==> config.mk <==
export PLATFORM = sky130hd
export DESIGN_NAME = fpalu_mul
export DESIGN_NICKNAME = d
export VERILOG_FILES = /design/src/rtl/core/fpalu_pkg.sv /design/src/rtl/core/fpalu_mul.sv
export SDC_FILE = /design/constraint.sdc
export NUM_CORES = 2
export LEC_CHECK = 0
export ABC_AREA = 0
export BUFFER_PORTS_ARGS = -buffer_cell sky130_fd_sc_hd__clkbuf_2
export CORE_MARGIN = 2
export CORE_UTILIZATION = 65
export DETAILED_ROUTE_END_ITERATION = 8
export GPL_ROUTABILITY_DRIVEN = 0
export PLACE_DENSITY = 0.82
export SLEW_MARGIN = 15
export SYNTH_ARGS = -nofsm -noshare
export SYNTH_HDL_FRONTEND = slang
export SYNTH_SLANG_ARGS = --single-unit
==> constraint.sdc <==
create_clock -name clk -period 25.9 [get_ports clk]
set_input_delay 5.18 -clock clk [delete_from_list [all_inputs] [get_ports clk]]
set_output_delay 5.18 -clock clk [all_outputs]
set_load 0.01 [all_outputs]
==> src/rtl/core/fpalu_pkg.sv <==
// fpalu_pkg: shared constants, operation codes and status structs for the
// Q24.8 fixed-point ALU. No dependencies; used by every other file in rtl/core.
package fpalu_pkg;

	localparam int FRAC_BITS_DEF = 8;
	localparam int WORD_BITS_DEF = 32;
	localparam int FUNC_W        = 4;

	// operation codes
	localparam logic [FUNC_W-1:0] FN_ADD      = 4'd0;
	localparam logic [FUNC_W-1:0] FN_SUB      = 4'd1;
	localparam logic [FUNC_W-1:0] FN_MUL      = 4'd2;
	localparam logic [FUNC_W-1:0] FN_DIV      = 4'd3;
	localparam logic [FUNC_W-1:0] FN_MIN      = 4'd4;
	localparam logic [FUNC_W-1:0] FN_MAX      = 4'd5;
	localparam logic [FUNC_W-1:0] FN_INC      = 4'd6;
	localparam logic [FUNC_W-1:0] FN_DEC      = 4'd7;
	localparam logic [FUNC_W-1:0] FN_TO_INT   = 4'd8;
	localparam logic [FUNC_W-1:0] FN_FROM_INT = 4'd9;

	// operand compare flags
	typedef struct packed {
		logic lt;
		logic eq;
		logic gt;
	} cmp_t;

	// result status
	typedef struct packed {
		logic ovf;
		logic dz;
	} sts_t;

endpackage

==> src/rtl/core/fpalu_mul.sv <==
// fpalu_mul: three-stage saturating fixed-point multiplier built from four
// half-width partial products. Depends on fpalu_pkg.
module fpalu_mul #(
	parameter int FRAC_BITS = fpalu_pkg::FRAC_BITS_DEF,
	parameter int WORD_BITS = fpalu_pkg::WORD_BITS_DEF
) (
	input  logic                 clk,
	input  logic [WORD_BITS-1:0] op_a,
	input  logic [WORD_BITS-1:0] op_b,
	output logic [WORD_BITS-1:0] res,
	output fpalu_pkg::sts_t      sts
);

	localparam int HL = (WORD_BITS + 1) / 2;
	localparam int HH = WORD_BITS - HL;
	localparam int PW = 2 * WORD_BITS;
	localparam logic [WORD_BITS-1:0] MAX_POS = {1'b0, {(WORD_BITS-1){1'b1}}};
	localparam logic [WORD_BITS-1:0] MIN_NEG = {1'b1, {(WORD_BITS-1){1'b0}}};

	logic [WORD_BITS-1:0] ma, mb;
	logic [2*HL-1:0]      p0_s1;
	logic [HL+HH-1:0]     p1_s1, p2_s1;
	logic [2*HH-1:0]      p3_s1;
	logic                 neg_s1, neg_s2;
	logic [PW-1:0]        prod_s2, sh, lim;
	logic [WORD_BITS-1:0] mag;
	logic                 ovf;
	logic [WORD_BITS-1:0] res_s3;
	logic                 ovf_s3;

	assign ma = op_a[WORD_BITS-1] ? -op_a : op_a;
	assign mb = op_b[WORD_BITS-1] ? -op_b : op_b;

	// stage 1: partial products
	always_ff @(posedge clk) begin
		p0_s1  <= ma[HL-1:0] * mb[HL-1:0];
		p1_s1  <= ma[WORD_BITS-1:HL] * mb[HL-1:0];
		p2_s1  <= ma[HL-1:0] * mb[WORD_BITS-1:HL];
		p3_s1  <= ma[WORD_BITS-1:HL] * mb[WORD_BITS-1:HL];
		neg_s1 <= op_a[WORD_BITS-1] ^ op_b[WORD_BITS-1];
	end

	// stage 2: full magnitude product
	always_ff @(posedge clk) begin
		prod_s2 <= (PW'(p3_s1) << (2 * HL)) + (PW'(p1_s1) << HL) + (PW'(p2_s1) << HL)
			+ PW'(p0_s1);
		neg_s2  <= neg_s1;
	end

	// stage 3: drop fraction bits, saturate, apply sign
	always_comb begin
		sh  = prod_s2 >> FRAC_BITS;
		lim = neg_s2 ? PW'(MIN_NEG) : PW'(MAX_POS);
		ovf = sh > lim;
		mag = sh[WORD_BITS-1:0];
	end

	always_ff @(posedge clk) begin
		if (ovf) begin
			res_s3 <= neg_s2 ? MIN_NEG : MAX_POS;
		end else begin
			res_s3 <= neg_s2 ? -mag : mag;
		end
		ovf_s3 <= ovf;
	end

	assign res     = res_s3;
	assign sts.ovf = ovf_s3;
	assign sts.dz  = 1'b0;

endmodule

==> results.yml <==
status:
  status: "finished, final reports clean"
floorplanning:
  initial_core_util_pct: 65.6
  die_w_um: 259
  die_area_sq_mm: 0.0672
  pin_count: 99
  core.rowCount: 93
  core_sq_mm: 0.0645
  dieHeight_um: 259
yosys:
  synth_fp_nets: 6182
  synthAdderAreaFrac_pct: 52.4
  ys.flop_type: "dfxtp_1"
  synth_top_family_by_area: "adder cells"
  synthMuxAreaShare_pct: 0.461
  syn_inst: 4829
  synth_edf_count: 0
  ys_seq_elements: 211
  synth_xor_area_share_pct: 5.42
  seq_area_frac_synth_pct: 9.98
  syn-cell-area_sq_mm: 0.0423
  yosys_warnings: 0
  yosys.area_share.simple_pct: 14.6
  synth_compound_area_share_pct: 7.07
  ys_async_sr_fraction_pct: 0
  synth.avg_cell_area_sq_um: 8.76
  yosysUniqueCellTypes: 80
placement:
  port_buffers: 97
  dpl.hpwl_mm: 97.7
setup_path:
  crit_arrival_ns: 14.92
  cp-start-kind: "primary input"
  crit_fanout: 21
  critPathCaptureType: "register"
  crit_path_start: "op_b[0]"
  r2r-start: "p0_s1[16]"
  crit_type: "primary input to register"
  cp.required_ns: 26.33
sta:
  rsz0062_at_grt: "false"
  setup_violations: 0
  period_share_pct: 56.0
  drv_slew: 0
  timing.fmax_ghz: 0.0690
  clock_skew_ns: 0.0195
  max-slew-margin-rel_pct: 19.7
  worst_pin_slew_ns: 1.20
  setup_tns_ns: 0
  min_period_ns: 14.49
  hold_violations: 0
routing:
  wl_per_cell_um: 21.5
  wl_met3_mm: 16.0
  highest_layer: "met5"
  first_pass_iters: 8
  ant_nets: 0
  wl_met1_mm: 42.1
  drt_iter0_markers: 3210
  met2RoutedLength_mm: 53.2
  wirelength_mm: 124
  vias_per_cell: 6.03
  drc: 0
  vias: 34800
global_route:
  grt_usage_pct: 38.5
  grt_remaining_overflow: 0
  grt_pass1_vias: 37300
  grt_start_max_net_pins: 64
  grt_pass1_wl_mm: 198
  antenna_found_initial: 6
finish:
  final_common_cell: "inv_1"
  drive_gt1_share_pct: 6.81
  final_nets: 6243
  nFillCells: 4838
  mostFrequentLayoutCells: "inv_1, fa_1, nand2_1, nor2_1, ha_1"
  area_growth_pct: 7.03
clock_network:
  cts_buffers: 24
  clockBufferDepth: 3
  clock_sinks: 211
  htree_levels: 1
  clock_latency_ns: 0.56
  tritoncts: "yes"
  postCtsSetupRepairBufs: 0
  clkTransAtPathRegs_ns: 0.06
  cts_root_buf: "clkbuf_16"
  cts-resized-gates: 0
  hold_buffers: 0
hold_path:
  hp-class: "register to register"
  hold_start: "neg_s1"
job:
  drv_cap: 0
[logic make-up after synthesis]
| family | after synthesis |
|---|---|
| AO/OA/AOI/OAI | 454 |
| XOR/XNOR | 260 |
| adder cells (fa/ha/maj) | 1288 |
| buffers and inverters | 1129 |
| flip-flops | 211 |
| multiplexers | 19 |
| other | 1 |
| AND/OR/NAND/NOR | 1467 |
[layout make-up]
cell class | count | area [sq um] | area share, %
well taps | 855 | 1070 | 2.36
clock inverters | 15 | 214 | 0.472
repair buffers | 221 | 1420 | 3.13
clock buffers | 29 | 649 | 1.43
inverters | 943 | 3540 | 7.81
diodes | 2 | 5.00 | 0.0110
multi-input cells | 3489 | 34200 | 75.5
flip-flops and latches | 211 | 4230 | 9.33
[worst max-delay path: stages]
cell,delay [ns]
clkbuf_2,0.36
inv_1,0.57
ha_1,0.31
nand3_1,0.13
or3_1,0.38
or4_1,0.60
o41ai_1,0.49
xor2_2,0.73
buf_4,0.37
nor2_1,0.10
fa_1,0.55
inv_1,0.05
fa_1,0.46
fa_1,0.50
fa_1,0.54
inv_1,0.05
fa_1,0.50
fa_1,0.42
ha_1,0.36
nand2_1,0.07
o31ai_1,0.64
nand2_1,0.20
a31oi_1,0.40
nand3_1,0.15
o21ai_0,0.45
a31oi_1,0.20
xnor2_1,0.15
[layer usage]
metal | vias up | track usage, %
met4 | 4 | 30.5
met1 | 16800 | 45.1
met5 | - | 0
met3 | 755 | 11.6
met2 | 2259 | 59.4
li1 | 14900 | -
[final timing paths]
check	slack (ns)	end	cells past startpoint
setup reg to reg	21.70	prod_s2[63]	15
hold / removal	0.32	neg_s2	0
hold reg to reg	0.32	neg_s2	0
setup / recovery	11.41	p2_s1[28]	27
[registers in the layout, indices dropped and copies added, names as in the netlist]
signal   cells
p1_s1       32
neg_s2       1
prod_s2     56
p0_s1       24
ovf_s3       1
p2_s1       32
p3_s1       32
neg_s1       1
res         32
[through the flow]
step                cells  utilization (%)  instance area, sq um  hold slack [ns]  setup WS [ns]
CTS                  5763             70.2                 45300            0.326          11.70
global placement     5719             68.9                 44400            0.311          11.40
floorplan            4829                -                 42300            0.310          12.31
detailed placement   5719             68.9                 44400            0.325          11.15
global route         5763             70.3                 45300            0.334          11.08
finish               5765             70.3                 45300            0.323          11.41
[cell usage after synthesis, types with 3 or more instances]
library cell  number  area, sq um
a311oi_1           6         52.6
o21a_1            28          210
clkbuf_1         171          642
a211oi_1          11         82.6
o31ai_1           19          143
o21ai_1            6         30.0
a21o_1            71          533
nor2_1           564         2120
mux2i_1           18          180
nand2_1          636         2390
nor2b_1           15         93.8
or3_1             22          138
nor3_1            66          330
or4_1             13         97.6
nand2b_1          21          131
a221o_1            3         30.0
fa_1             808        16200
o31a_1            11         96.3
a31o_2             3         26.3
nand3_1           32          160
and2_1            13         81.3
and4_1             3         26.3
o41ai_1            5         43.8
o22ai_1           32          200
o21ai_0           63          315
nor3b_1            4         30.0
nor4_1            16          100
a21oi_1          120          601
and3_1            14         87.6
ha_1             480         6010
o21bai_1          29          218
nand4_1           25          156
xnor2_1          156         1370
o2111ai_1          3         26.3
inv_1            943         3540
a221oi_1           3         26.3
or2_2              7         43.8
dfxtp_1          211         4220
buf_2             10         50.1
a31oi_1           14         87.6
xor2_1           102          893
Power is not shown: default switching activity piles up to over one toggle a cycle in this logic, so the estimate is an artifact.
